File: src/sv/rcb_ram.sv
// generic single-write, single-read ram with registered read data
`default_nettype none
module rcb_ram #(
    parameter int WIDTH = 16,
    parameter int DEPTH = 64,
    localparam int AW = (DEPTH > 1) ? $clog2(DEPTH) : 1
) (
    input  wire logic             clk,
    input  wire logic             we,
    input  wire logic [AW-1:0]    waddr,
    input  wire logic [WIDTH-1:0] wdata,
    input  wire logic [AW-1:0]    raddr,
    output logic [WIDTH-1:0]      rdata
);
    logic [WIDTH-1:0] mem [DEPTH];

    always_ff @(posedge clk)
    begin
        if (we)
        begin
            mem[waddr] <= wdata;
        end
        rdata <= mem[raddr];
    end
endmodule
`default_nettype wire

File: config.mk
export PLATFORM = sky130hd
export DESIGN_NAME = rcb_ram
export DESIGN_NICKNAME = d
export VERILOG_FILES = /design/src/sv/rcb_ram.sv
export SDC_FILE = /design/constraint.sdc
export NUM_CORES = 1
export LEC_CHECK = 0
export BUFFER_PORTS_ARGS = -buffer_cell sky130_fd_sc_hd__buf_2
export CAP_MARGIN = 20
export CORE_ASPECT_RATIO = 0.75
export CORE_MARGIN = 1.5
export CORE_UTILIZATION = 25
export CTS_CLUSTER_DIAMETER = 100
export CTS_CLUSTER_SIZE = 12
export DETAILED_ROUTE_END_ITERATION = 10
export SYNTH_ARGS = -nofsm -noshare
export SYNTH_HDL_FRONTEND = slang
export SYNTH_SLANG_ARGS = --single-unit
export TNS_END_PERCENT = 100
File: constraint.sdc
create_clock -name clk -period 4.1 [get_ports clk]
set_input_delay 1.23 -clock clk [delete_from_list [all_inputs] [get_ports clk]]
set_output_delay 1.23 -clock clk [all_outputs]
set_load 0.02 [all_outputs]
# After elaboration in Yosys (flattened, before gate mapping)
# Memories as Yosys holds them, arrays and structs flattened. A register that Yosys moved wholly into a read port is not among the register bits.
# Cells that the tools add are included.
[word_totals]
reg_bits = 0
latch_bits = 0
ramBits = 1024
rom_bits = 0
output_inout_bits = 16
elab_cells = 3
memories = 1
[memory_table]
columns = ["memory", "words", "word_bits", "read_ports", "rd_clocked_by_memory_dff", "write_ports", "line", "text"]
rows = [
  ["mem", 64, 16, 1, 1, 1, "15", "logic [WIDTH-1:0] mem [DEPTH];"],
]
[classes]
addsub = 0
n_mul = 0
div = 0
magnitude_cmp = 0
n_eq_ne = 0
shift = 0
n_mux = 2
n_bitwise = 0
n_reduce_logical = 0
[ops]
columns = ["op", "n"]
rows = [
  ["$mux 1", 2],
]

# Longest topological paths before layout
[logic_depth]
word_depth = 2
mapped_depth = 10
mapped_depth_nobuf = 5

# Worst setup path after synthesis
# No wires, ideal clock.
[synth_path]
path_kind = "input to register"
from = "input waddr[3]"
to = "memory mem[48][0] (enable)"
t_arrival_ns = 2.856
t_required_ns = 3.691
slack_ns = 0.835
stages = 4
path_buffers = 1
cell_sequence = "clkbuf_1 -> nor2b_1 -> nand4b_1 -> nor3_1"
[synth_rtl]
columns = ["element", "line", "text"]
rows = [
  ["start, declared", "10", "input wire logic [AW-1:0] waddr,"],
  ["end, declared", "15", ""],
]
# No word-level cell before the write port.

==> impl_summary.txt <==
----------------------------------------------------
[CTS]
  Clk buf depth ... 3
  Maximum level of the CTS H-tree ... 3
  Clk sink count ... between 1000 and 1500
  CTS tree ... yes
  Inserted Clock Buffers ... between 90 and 100
  Number of buffers inserted to repair setup after CTS ... 0
  Clock latency reported for the late side of the worst-skew pair ... 0.68 ns
  Resize count post-CTS ... 0
  Clock root buffer master ... clkbuf_16
  Clk slew on worst S/H paths ... 0.06 ns
  Hold-fix buffer count after cts ... 0

[Global route]
  Residual overflow from global routing ... 0
  Via count of the first global-routing pass ... 19196
  Global-route wire length before repair ... roughly 150000 microns
  Maximum number of pins on one net before global-route repair ... 65
  Number of antenna violations at the first check in global routing ... 16
  Total track usage ... 12.35%

[STA]
  Relative slew margins ... between 30% and 40%
  Fmax ... 0.3222 GHz
  Total negative setup slack ... 0 ns
  Slack of the critical path ... 0.9966 ns
  Hold Violations, Final ... 0
  Fraction of the cycle the final worst path needs ... approximately 76%
  Final number of setup-violating endpoints ... 0
  Shortest period the worst path allows ... 3.103 ns
  Clock skew ... 0.03028 ns
  Final hold slack ... 0.8576 ns
  RSZ-0062 raised after global routing ... no
  Tightest Pin Transition ... roughly 1.0 ns
  Max-slew violation total from the final report ... 0

[Layout]
  Filler cells ... 15269
  Number of nets in the finished design ... 2056
  Summed area of non-filler cells in the final layout ... 46270 sq um
  Final Instance Count excl. Fillers ... 4188
  Layout cell share with drive strength beyond 1 ... 27.45%
  Final core utilization ... 29.26%
  Layout Area Growth over Synthesis ... 15.56%

[Floorplan]
  Num rows ... 126
  Die height ... 349.6 microns
  Horizontal die dimension ... approximately 470 microns
  Area of the die ... ~160000 sq um
  CORE AREA ... 158100 sq um
  Initial core utilization ... 25.32%
  Count of pins on the block boundary ... 46

[Status]
  Failing checks ... design-rule violations
  Run status ... finished, violations left

[Placed design]
  Placed wire-length estimate after detailed placement ... between 60000 and 70000 microns
  Worst Setup Slack post-DPL ... 0.3404 ns
  # port buffers ... 45
  Post-placement cell area ... 43540 sq um
  Dpl cells ... between 4000 and 5000
  Routability congestion estimate ... 0.8251

[Route]
  Vias post-DR ... 19292
  Post-route DRC violation count ... 2
  Wire length per cell ... 24.31 microns
  Detailed route wirelength on metal3 ... roughly 9700 microns
  DRC violation total after the first TritonRoute iteration ... between 2000 and 2500
  Via/cell ratio ... 4.606
  Post-detailed-routing wire length ... about 100000 microns
  Detailed-routing iteration count for the pre-antenna-repair pass ... 8
  Metal2 WL ... 43360 microns
  Top Metal Used ... met5
  Antenna Nets Post-Route ... 0
  Wl on met1 ... 46130 microns

[Critical path]
  Max Fanout on Critical Path ... 58
  Kind of start point of the critical path ... primary input
  Element type at the critical path end ... flop
  Worst path slowest cell ... a22oi_1
  Critical path class ... in2reg
  Arrival time of the worst setup path ... 3.67 ns
  Biggest cell delay along the critical path ... ~0.63 ns
  Critical-path cell list ... buf_8 > buf_4 > mux4_2 > mux2i_1 > a22oi_1 > a31oi_1 > a311oi_1
  Required time reported for the critical path endpoint ... 4.66 ns

[Pwr]
  Design Power ... 21.12 mW
  LEAKAGE ... 14.28 nW
  Max VDD drop ... 309.7 uV
  Power density normalized to cell area ... 456.4 nW/um^2

[Flow run]
  Max_cap viols ... 0

[Synth]
  Portion of the post-synthesis area used by sequential elements ... 77.59%
  Post-synthesis sequential element count ... 1040
  Top post-synthesis cells by area ... edfxtp_1, mux4_2, mux2i_1, dfxtp_1, mux2_2
  Summed instance area of the synthesized netlist ... 40040 sq um
  Count of yosys warnings during synthesis ... 0
  Synthesized instance count ... 1829
  Nets in the synthesized netlist ... around 1900
  Share of flip-flops with an asynchronous set or reset ... 0%
  Most area-hungry cell type in the Yosys netlist ... edfxtp_1
  Avg Synthesized Cell Area ... about 22 sq um
  Number of library cell types mapped by synthesis ... 43
  Proportion of netlist area held by the largest area contributor ... 76.79%
  Post-synth EDFFs ... 1024
  Ys flop type ... edfxtp_1

[Min path]
  Worst hold-check path type ... reg2reg

----------------------------------------------------
## worst paths after layout
| check | startpoint | end | slack [ns] | cells after the start |
|---|---|---|---|---|
| worst max-delay path | raddr[2] | rdata[15]$_DFF_P_ | 1.0 | 7 |
| worst min-delay path | mem[40][11]$_DFFE_PP_ | rdata[11]$_DFF_P_ | 0.86 | 4 |
| worst max register to register | mem[6][9]$_DFFE_PP_ | rdata[9]$_DFF_P_ | 1.82 | 5 |
| worst min register to register | mem[40][11]$_DFFE_PP_ | rdata[11]$_DFF_P_ | 0.86 | 4 |
## sequential cells by signal, indices dropped and copies added (netlist names)
name   cells
mem     1024
rdata     16
## logic make-up after synthesis
family / Yosys count / synth area share [%]
DFF: 1040 / 77.59
AOI/OAI and AO/OA: 129 / 2.409
muxes: 336 / 15.52
and+or+nand+nor: 220 / 2.647
buffers and inverters: 104 / 1.831
## power by group
| part | leakage [nW] | total [mW] | switching, mW | internal (mW) |
|---|---|---|---|---|
| Sequential | 9.35 | 11.8 | 0.0497 | 11.8 |
| Combinational | 3.64 | 1.19 | 0.764 | 0.425 |
| Clock | 1.30 | 8.11 | 3.72 | 4.39 |
## synth_stat cells (6+ instances only)
library cell  instances
a22o_1                6
a211o_1               8
mux2i_1              85
buf_2                36
nor2_1               72
buf_4                13
mux2_2               27
a221oi_1             16
a221o_1               6
edfxtp_1           1024
nor2b_1              30
nand2_1              59
nand4_1              12
dfxtp_1              16
clkbuf_1             24
a31oi_1               8
a311oi_1              8
buf_6                17
a21oi_1              17
nand3_1              24
a22oi_1              39
mux4_2              220
a211oi_1              8
## worst max-delay path, delay by kind of cell
kind	cells	cell delay, ns
mux	2	0.29
buf+inv	2	0.67
compound gates	3	1.26
## cell usage in the layout, fill, tap and decap left out, types with 4 or more instances in the layout
cell type and n:
clkbuf_1 41, a221o_1 6, buf_4 145, dfxtp_1 16, a21oi_1 17, a211o_1 8, mux4_1 4, buf_2 42
a311oi_1 8, and4_1 5, buf_12 13, a41oi_1 5, a211oi_1 8, mux2_2 27, a221oi_1 16, nand2_1 59
edfxtp_1 1024, nand4_1 12, nor2_1 66, o21ai_0 5, clkbuf_16 97, nor2b_1 30, a22o_1 6, a31oi_1 8
a22oi_1 39, mux4_2 220, nand3_1 24, mux2i_1 85, nor2_2 8
## layer usage
metal	global-route usage, %	vias to the layer above
met5	0	-
met4	3.475	12
met3	3.117	165
met2	17.57	843
met1	18.47	10219
li1	-	8053
## layout make-up
type,count,area (sq um),share of cell area [%]
multi-input cells,685,8264,17.86
diodes,3,7.507,0.01622
clock buffers,138,2581,5.578
clock inverters,7,108.9,0.2352
well taps,2112,2643,5.711
repair buffers,203,1600,3.458
flip-flops and latches,1040,31070,67.14
Power figures use the tool's default switching activity.
