===== config.mk =====
export PLATFORM = sky130hd
export DESIGN_NAME = rcb_front
export DESIGN_NICKNAME = d
export VERILOG_FILES = /design/src/sv/rcb_pkg.sv /design/src/sv/rcb_front.sv
export SDC_FILE = /design/constraint.sdc
export NUM_CORES = 1
export LEC_CHECK = 0
export ABC_AREA = 1
export ABC_CLOCK_PERIOD_IN_PS = 9050
export BUFFER_PORTS_ARGS = -buffer_cell sky130_fd_sc_hd__buf_2
export CORE_MARGIN = 2
export CORE_UTILIZATION = 56
export CTS_CLUSTER_SIZE = 28
export DETAILED_ROUTE_END_ITERATION = 8
export GPL_TIMING_DRIVEN = 0
export MAX_ROUTING_LAYER = met4
export PLACE_DENSITY = 0.93
export SLEW_MARGIN = 10
export SYNTH_ARGS = -nofsm -noshare
export SYNTH_HDL_FRONTEND = slang
export SYNTH_SLANG_ARGS = --single-unit

===== constraint.sdc =====
create_clock -name clk -period 9.05 [get_ports clk]
set_input_delay 0.4525 -clock clk [delete_from_list [all_inputs] [get_ports clk]]
set_output_delay 0.4525 -clock clk [all_outputs]
set_load 0.03 [all_outputs]

===== src/sv/rcb_pkg.sv =====
// shared types, constants and cosine table entry function for the raised-cosine bump height query
`default_nettype none
package rcb_pkg;
    localparam int MAX_BUMPS_DEF = 64;
    localparam int COS_DEPTH_DEF = 1024;
    localparam int COORD_W = 22;
    localparam int RAD_W = 16;
    localparam int HGT_W = 16;
    localparam int FUNC_W = 2;
    localparam logic [FUNC_W-1:0] FUNC_CLEAR = 2'd0;
    localparam logic [FUNC_W-1:0] FUNC_ADD = 2'd1;
    localparam logic [FUNC_W-1:0] FUNC_QUERY = 2'd2;
    localparam logic [FUNC_W-1:0] FUNC_NONE = 2'd3;

    typedef struct packed {
        logic [FUNC_W-1:0] func;
        logic signed [COORD_W-1:0] pos_x;
        logic signed [COORD_W-1:0] pos_y;
    } cmd_t;

    function automatic logic [15:0] cos_entry(input int k, input int depth, input real step);
        real c;
        real v;
        int iv;
        c = $cos(step * k);
        v = 65535.0 * 0.5 * (1.0 + c);
        iv = int'($floor(v + 0.5));
        if (2 * k == depth)
        begin
            iv = 32768;
        end
        if (iv > 65535)
        begin
            iv = 65535;
        end
        if (iv < 0)
        begin
            iv = 0;
        end
        return iv[15:0];
    endfunction
endpackage
`default_nettype wire


===== src/sv/rcb_front.sv =====
// input stage: accepts transactions, handles clear and add, queues commands
`default_nettype none
module rcb_front #(
    parameter int MAX_BUMPS = rcb_pkg::MAX_BUMPS_DEF,
    localparam int AW = (MAX_BUMPS > 1) ? $clog2(MAX_BUMPS) : 1,
    localparam int CW = $clog2(MAX_BUMPS + 1)
) (
    input  wire logic                                clk,
    input  wire logic                                rst_n,
    input  wire logic                                push,
    output logic                                     full,
    input  wire logic [rcb_pkg::FUNC_W-1:0]          func,
    input  wire logic signed [rcb_pkg::COORD_W-1:0]  pos_x,
    input  wire logic signed [rcb_pkg::COORD_W-1:0]  pos_y,
    output logic                                     wr_en,
    output logic [AW-1:0]                            wr_addr,
    output logic [CW-1:0]                            count,
    output logic                                     cmd_valid,
    output rcb_pkg::cmd_t                            cmd,
    output logic                                     cmd_full_flag,
    input  wire logic                                cmd_take,
    input  wire logic                                qry_done
);
    localparam int QD = 2;
    rcb_pkg::cmd_t q_reg [QD];
    logic q_flag_reg [QD];
    logic [1:0] q_cnt_reg;
    logic q_rd_reg, q_wr_reg;
    logic [CW-1:0] count_reg;
    logic qry_pend_reg;
    logic acc, tbl_full;

    assign full = (q_cnt_reg == 2'(QD)) || qry_pend_reg;
    assign acc = push && !full;
    assign tbl_full = (count_reg == CW'(MAX_BUMPS));
    assign wr_en = acc && func == rcb_pkg::FUNC_ADD && !tbl_full;
    assign wr_addr = count_reg[AW-1:0];
    assign count = count_reg;
    assign cmd_valid = q_cnt_reg != 2'd0;
    assign cmd = q_reg[q_rd_reg];
    assign cmd_full_flag = q_flag_reg[q_rd_reg];

    always_ff @(posedge clk)
    begin
        if (acc)
        begin
            q_reg[q_wr_reg].func <= func;
            q_reg[q_wr_reg].pos_x <= pos_x;
            q_reg[q_wr_reg].pos_y <= pos_y;
            q_flag_reg[q_wr_reg] <= (func == rcb_pkg::FUNC_ADD) && tbl_full;
        end
    end

    always_ff @(posedge clk or negedge rst_n)
    begin
        if (!rst_n)
        begin
            q_cnt_reg <= '0;
            q_rd_reg <= 1'b0;
            q_wr_reg <= 1'b0;
            count_reg <= '0;
            qry_pend_reg <= 1'b0;
        end
        else
        begin
            if (acc)
            begin
                q_wr_reg <= !q_wr_reg;
                if (func == rcb_pkg::FUNC_CLEAR)
                begin
                    count_reg <= '0;
                end
                else if (wr_en)
                begin
                    count_reg <= count_reg + CW'(1);
                end
            end
            if (acc && func == rcb_pkg::FUNC_QUERY)
            begin
                qry_pend_reg <= 1'b1;
            end
            else if (qry_done)
            begin
                qry_pend_reg <= 1'b0;
            end
            if (cmd_take)
            begin
                q_rd_reg <= !q_rd_reg;
            end
            q_cnt_reg <= q_cnt_reg + 2'(acc) - 2'(cmd_take);
        end
    end
endmodule
`default_nettype wire


## After elaboration in Yosys (flattened, before gate mapping)

Memories as Yosys holds them, arrays and structs flattened.
Index checks and enable logic that the tools add are counted.

- Multiplexer cells: 6
- Eq/ne operators: 4
- $add $sub $neg: 3
- Reduce and logical (&&, ||, !) cells: 15

Operators by type and width:

| operator | number |
|---|---|
| $mux W7 | 2 |
| $add A7 B1 Y7 const B | 1 |
| $eq A7 B7 Y1 const B | 1 |
| $reduce_bool A2 Y1 | 3 |
| $logic_and A1 B1 Y1 | 5 |
| $eq A2 B2 Y1 const B | 2 |
| $logic_not A1 Y1 | 4 |
| $mux W1 | 4 |
| $add A2 B1 Y2 | 1 |
| $eq A2 B1 Y1 const B | 1 |
| $logic_not A2 Y1 | 1 |
| $reduce_and A2 Y1 | 1 |
| $sub A2 B1 Y2 | 1 |
| $logic_or A1 B1 Y1 | 1 |

- Word-level logic and storage cells: 35
- Bits in registers: 12
- Output and inout bits: 63
- Input port bits: 51
- Bits in writable memories: 94
- Memories: 2

Memory list:

| name | words | width | read ports | clocked after memory_dff | wr ports | line | source |
|---|---|---|---|---|---|---|---|
| q_reg | 2 | 46 | 1 | 0 | 1 | rcb_front.sv:25 | `rcb_pkg::cmd_t q_reg [QD];` |
| q_flag_reg | 2 | 1 | 1 | 0 | 1 | rcb_front.sv:26 | `logic q_flag_reg [QD];` |

## Logic depth before layout (Yosys ltp)

Gate-level depths: netlist (run 1).

- Depth after elaboration: 8
- Mapped depth: 8
- Depth with buffers taken out: 8

## Worst setup path after synthesis (run 1)

No wires, ideal clock.

- Path type: reg-to-reg
- Start: reg q_cnt_reg[1]
- End: mem q_flag_reg[0], enable pin
- Stages on the path, launching flop included: 4
- Setup time: 0.452 ns
- Required time: 8.598 ns
- Buffers on the path: 0
- Clock period less this slack: 3.042 ns
- Setup slack: 6.008 ns
- Data arrival time: 2.590 ns
- Path through: dfrtp_1 nand2_2 nand3_4 nor2_1

- Cells in the longest elaborated chain, start to end: 6

RTL lines:

| element | line | source |
|---|---|---|
| start: declaration | rcb_front.sv:27 | `logic [1:0] q_cnt_reg;` |
| start signal: assignment | rcb_front.sv:90 | `q_cnt_reg <= q_cnt_reg + 2'(acc) - 2'(cmd_take);` |
| $eq A2 B2 Y1 | rcb_front.sv:33 | `assign full = (q_cnt_reg == 2'(QD)) \|\| qry_pend_reg;` |
| $logic_or A1 B1 Y1 | rcb_front.sv:33 |  |
| $logic_not A1 Y1 | rcb_front.sv:34 | `assign acc = push && !full;` |
| $logic_and A1 B1 Y1 | rcb_front.sv:34 |  |
| $mux W1 | rcb_front.sv:45 | `if (acc)` |
| $mux W1 (implied by the code) | rcb_front.sv:50 | `q_flag_reg[q_wr_reg] <= (func == rcb_pkg::FUNC_ADD) && tbl_full;` |
| end: declaration | rcb_front.sv:26 |  |

Every way passes these cells.

==> metrics.txt, run 1 <==
number of synthesis warnings 0; Achievable Freq 0.455 GHz; pwr/cell area 317 nW/um^2; Max Fanout on Critical Path 10; Mean Syn Cell Area 17.3 um^2; vias post-DR 2376; class of the worst hold path primary input to flip-flop; Worst VDD drop 0.215 mV; clock network power share 19.3%; Simple-Gate Fraction of Synth Area 6.86%; CP Cell Sequence buf_2, buf_6, mux2_1, buf_2; CTS resizes 0; Seq pwr share 42.2%; antenna violations before repair 1; TritonCTS clock tree yes; core area 7250 um^2; GR Overflow Total 0; layout cells sized above 1 42.0%; largest net degree at the start of global routing 27; Seq/Total Area, Yosys 74.7%; clk sink count 106; Final GP Congestion 0.770; die height 90.4 um; Synth Area in XOR/XNOR 1.26%; global-route wire length before repair 11.8 mm; Comb power frac 38.5%; die width 90.4 um; PortBufs 113; Max-Cap Viols 0; design area 5160 um^2; sw frac 37.7%; Max clock buf depth 2; number of library cell types mapped by synthesis 25; Starting Density 57.6%; Tmin final 2.20 ns; WS Path Type flip-flop to primary output; status completed; nature of the critical path endpoint primary output; Worst Clk Skew 0.00579 ns; crit path max-delay cell type dfrtp_1; dpl hpwl 5.19 mm; Worst setup SP type flip-flop; #FFs+latches synth 106; Area Growth Syn to Fin 23.5%; Cells after Synth 242; Largest stage delay, worst path 0.37 ns; Final Hold Viols 0; I/O pin count 114; Yosys top cell area share 67.5%; largest family of logic cells by synthesized area multiplexers; Least-Margin Pin Slew 0.706 ns; WL/cell 15.5 um; Adder-Cell Fraction of Synth Area 1.20%; CTS buffer count 9; setup violators final 0; critical path required time 8.60 ns; Worst EP arrival 1.75 ns; post-route ant nets 0; Via-to-Cell Ratio 5.01; fin. max-slew vios 0; Yosys top cell by area edfxtp_1; die area 8170 um^2; post-synthesis mux area share 12.7%; htree depth 3; RSZ-0062 raised after global routing no; worst path bufs/invs 3; post-synthesis compound-gate area fraction 0.120%; Final period util 24.3%; Post-Place Cell Area 4920 um^2; vias in the first global route 2485; syn_nets 297; Most Frequent Cell on Critical Path buf_2; DRT iter0 DRCs 94; Routed Wire Length 7.33 mm; max reg flops 92; DRT Pass-1 Iters 4; Clock Tree Root clkbuf_8; Filler Cells Inserted 521; nets 424; DRC 0; Leak 2.11 nW; Synth area leaders edfxtp_1 (68%), mux2_1 (13%), dfrtp_1 (7.2%), nand2_1 (1.9%), ha_1 (1.2%); Post-Syn Area 4180 um^2; Slew headroom 52.8%; GRT Total Usage 19.2%; worst-skew pair later-pin latency 0.36 ns; worst setup margin 6.85 ns; setup TNS 0 ns; Psw 0.617 mW; postcts setup bufs 0; Cell Int Power 1.02 mW; DP Worst Slack 7.11 ns; CP top delay family buffers and inverters; Worst-path clk slew 0.09 ns; Site Rows 31
[cell type report]
class                      instances  area [um^2]  area share [%]
tap                               99          124            2.40
multi-input combinational        113          938            18.2
inverter                          12         50.0           0.970
antenna                            1         2.50          0.0485
timing repair buffer             116          616            11.9
clock buffer                       9          124            2.40
buffer                            11         82.6            1.60
clock inverter                     7          101            1.96
sequential                       106         3120            60.5
[repair_timing]
action	in CTS	in global routing
hold endpoints to repair	12	0
hold buffers	1	0
endpoints found under the setup margin	0	0
[Yosys cell counts]
cell      number
edfxtp_1      94
mux2_1        47
nand2_1       21
dfrtp_1       12
nand3_1       10
nor2_1        10
inv_1          9
buf_4          6
nand2_2        5
ha_1           4
buf_2          3
xnor2_1        3
xor2_1         3
buf_6          2
inv_2          2
nand3b_1       2
clkinv_4       1
nand2_4        1
nand3_4        1
nand4_1        1
nand4_2        1
nor2_4         1
o21ai_1        1
or2_2          1
or2_4          1
[through the flow]
step,total power [mW],hold WS [ns],instances,util (%)
floorplan,1.15,0.157,242,-
global placement,1.31,0.350,454,67.1
detailed placement,1.34,0.357,456,67.9
CTS,1.65,0.243,473,71.1
global route,1.71,0.260,474,71.2
finish,1.64,0.253,474,71.2
[cell usage in the layout, fill, tap and decap left out, types with 3 or more instances in the layout]
| cell | n |
|---|---|
| buf_2 | 116 |
| edfxtp_1 | 94 |
| mux2_1 | 47 |
| nand2_1 | 21 |
| dfrtp_1 | 12 |
| nand3_1 | 10 |
| inv_1 | 9 |
| clkbuf_8 | 9 |
| nor2_1 | 8 |
| buf_4 | 6 |
| nand2_2 | 5 |
| ha_1 | 4 |
| nor2_4 | 3 |
| xnor2_1 | 3 |
| xor2_1 | 3 |
[final timing paths]
check,endpoint,slack (ns),startpoint,cells past startpoint
max in group asynchronous,q_rd_reg$_DFFE_PN0P_,8.32,rst_n,2
worst max register to register,q_reg[1][21]$_DFFE_PP_,7.21,q_cnt_reg[1]$_DFF_PN0_,4
worst min register to register,q_cnt_reg[0]$_DFF_PN0_,0.55,q_cnt_reg[0]$_DFF_PN0_,1
min in group asynchronous,count[1]$_DFFE_PN0P_,0.50,rst_n,2
worst max-delay path,cmd[26],6.85,q_rd_reg$_DFFE_PN0P_,4
worst min-delay path,qry_pend_reg$_DFFE_PN0P_,0.25,qry_done,2
[power groups by stage]
stage          combinational (mW)  clock, mW  sequential (mW)
5_1_grt                     0.673      0.339            0.700
2_1_floorplan               0.445          0            0.707
3_3_place_gp                0.607          0            0.705
4_1_cts                     0.639      0.321            0.691
3_5_place_dp                0.636          0            0.703
6_report                    0.630      0.315            0.691
[routing by layer]
metal	share of wire, %	vias to the layer above	track usage (%)
li1	-	1135	-
met1	40	1149	21.7
met2	52	81	34.1
met3	5.7	11	4.59
met4	1.5	0	6.03
met5	0	-	-
[logic make-up (layout without fill, tap and decap cells)]
group / Yosys count / count (layout)
simple gates: 55 / 55
other cells: 0 / 1
buf+inv: 23 / 155
mux: 47 / 47
compound gates: 1 / 1
fa+ha+maj: 4 / 4
xor+xnor: 6 / 6
flops: 106 / 106
[worst reg2reg max path: cells and delay by family, from the launching register on]
kind	cells	cell delay, ns
flip-flops	1	0.42
AND/OR/NAND/NOR	3	0.84
buffers and inverters	1	0.28
Note: power is estimated with default switching activity, not from simulation.
==> run 2, diff against run 1 <==
ABC_CLOCK_PERIOD_IN_PS = 2200   (was 9050)
CORE_UTILIZATION = 52   (was 56)
PLACE_DENSITY = 0.88   (was 0.93)
clock period = 2.2 ns   (was 9.05 ns; I/O delays follow)
==> run 2 against run 1 <==
Combinational power grew to 4.4 times the previous value. Clock skew is 0.0057 ns higher. Largest cell class unchanged. Wire length is 8.8% higher.
==> metrics.txt, run 2 (synthesis results as in run 1) <==
status completed; crit path max-delay cell type dfrtp_1; DRT iter0 DRCs 103; max reg flops 92; Clock Tree Root clkbuf_8; Max Fanout on Critical Path 10; Largest stage delay, worst path 0.36 ns; post-route ant nets 0; critical path required time 2.09 ns; GR Overflow Total 0; Max-Cap Viols 0; RSZ-0062 raised after global routing no; htree depth 3; design area 5730 um^2; Starting Density 53.8%; clk sink count 106; Worst VDD drop 0.745 mV; nets 474; Area Growth Syn to Fin 37.2%; Stages on worst setup path 4; Register Area 3120 um^2; worst-skew pair later-pin latency 0.35 ns; fin. max-slew vios 0; Most Frequent Cell on Critical Path buf_2; GRT Total Usage 19.0%; crit path from q_rd_reg$_DFFE_PN0P_; Achievable Freq 0.547 GHz; Leak 2.36 nW; Max clock buf depth 2; Worst EP arrival 1.72 ns; multi-input logic area 938 um^2; vias in the first global route 2622; Tot Pwr 7.01 mW; most common cell after layout, fill and taps aside buf_2; core area 7770 um^2; largest net degree at the start of global routing 22; nature of the critical path endpoint primary output; antenna violations before repair 0; CTS resizes 0; CP top delay family buffers and inverters; layout cells sized above 1 37.5%; Routed Wire Length 7.98 mm; Final GP Congestion 0.750; most frequent cells in the layout buf_2 (116), edfxtp_1 (94), dlygate4sd3_1 (49); global-route wire length before repair 12.2 mm; Site Rows 32; TritonCTS clock tree yes; Worst-path clk slew 0.09 ns; CTS buffer count 9; Antenna diodes 0; Final period util 83.1%; RR Startpoint q_cnt_reg[1]$_DFF_PN0_; die height 93.6 um; CP Cell Sequence buf_2, buf_6, mux2_1, buf_2; worst reg2reg path depth 5; DRT Pass-1 Iters 4; Slew headroom 76.6%; Worst Hold Depth 3; worst path bufs/invs 3; WL/cell 15.2 um; Filler Cells Inserted 492; postcts setup bufs 0; class of the worst hold path primary input to flip-flop; Post-Place Cell Area 5000 um^2; Worst setup SP type flip-flop; I/O pin count 114; dpl hpwl 4.98 mm; vias post-DR 2564; pwr/cell area 1220 nW/um^2; Tmin final 1.83 ns; Final Hold Viols 0; Hold Slack 0.149 ns; worst hold path startpoint push; DRC 0; die area 8770 um^2; Least-Margin Pin Slew 0.349 ns; WS Path Type flip-flop to primary output; PortBufs 113; setup violators final 0; Worst Clk Skew 0.0115 ns; Via-to-Cell Ratio 4.87; die width 93.6 um
==> run 2: cell types whose count changed in the layout (fill, tap and decap cells not counted), sizes merged <==
cell         previous run  this run
dlygate4sd3             1        49
buf                   126       128
clkinvlp                2         0
bufinv                  2         3
diode                   1         0
inv                    13        14
==> run 2: what timing repair did <==
action	4_1_cts	5_1_grt
hold buffers	49	0
setup endpoints to repair	0	0
endpoints found under the hold margin	106	0
==> run 2: layer usage <==
metal | vias to the layer above | track usage, % | part of all wire [%]
li1 | 1233 | - | -
met1 | 1226 | 21.8 | 41
met5 | - | - | 0
met3 | 10 | 3.30 | 5.9
met2 | 95 | 34.2 | 53
met4 | 0 | 5.92 | 0.95
==> run 2: area by class of cell <==
type,instances,share of cell area (%)
plain buffers,11,1.44
clock buffers,9,2.16
clock inverters,7,2.10
inverters,12,0.873
multi-input cells,113,16.4
flip-flops and latches,106,54.5
well taps,102,2.23
repair buffers,166,20.3
==> run 2: path summary, 6_finish.rpt <==
kind,slack [ns],to
worst min register to register,0.57,q_cnt_reg[0]$_DFF_PN0_
worst max register to register,0.49,q_reg[0][0]$_DFFE_PP_
max in group asynchronous,1.81,q_rd_reg$_DFFE_PN0P_
worst min-delay path,0.15,q_wr_reg$_DFFE_PN0P_
worst max-delay path,0.37,cmd[29]
min in group asynchronous,0.16,count[0]$_DFFE_PN0P_
==> run 2: through the flow <==
step | TNS, ns | std cells | worst slack, ns | util [%]
global route | 0 | 526 | 0.257 | 73.8
CTS | 0 | 526 | 0.338 | 73.8
finish | 0 | 526 | 0.371 | 73.8
detailed placement | 0 | 461 | 0.476 | 64.3
global placement | -65.34 | 457 | -0.698 | 62.8
floorplan | -5.63 | 242 | -0.0599 | -
==> run 2: tightest hold or removal path, delay by kind of cell <==
| family | cells | cell delay [ns] |
|---|---|---|
| simple gates | 1 | 0.15 |
| xor+xnor | 1 | 0.08 |
| buf+inv | 1 | 0.11 |
==> run 2: where the power goes <==
part	total [mW]	leakage, nW	internal, mW	switching (mW)
clock network	1.39	0.122	0.764	0.630
registers	2.84	1.02	2.69	0.154
logic	2.78	1.21	0.983	1.80
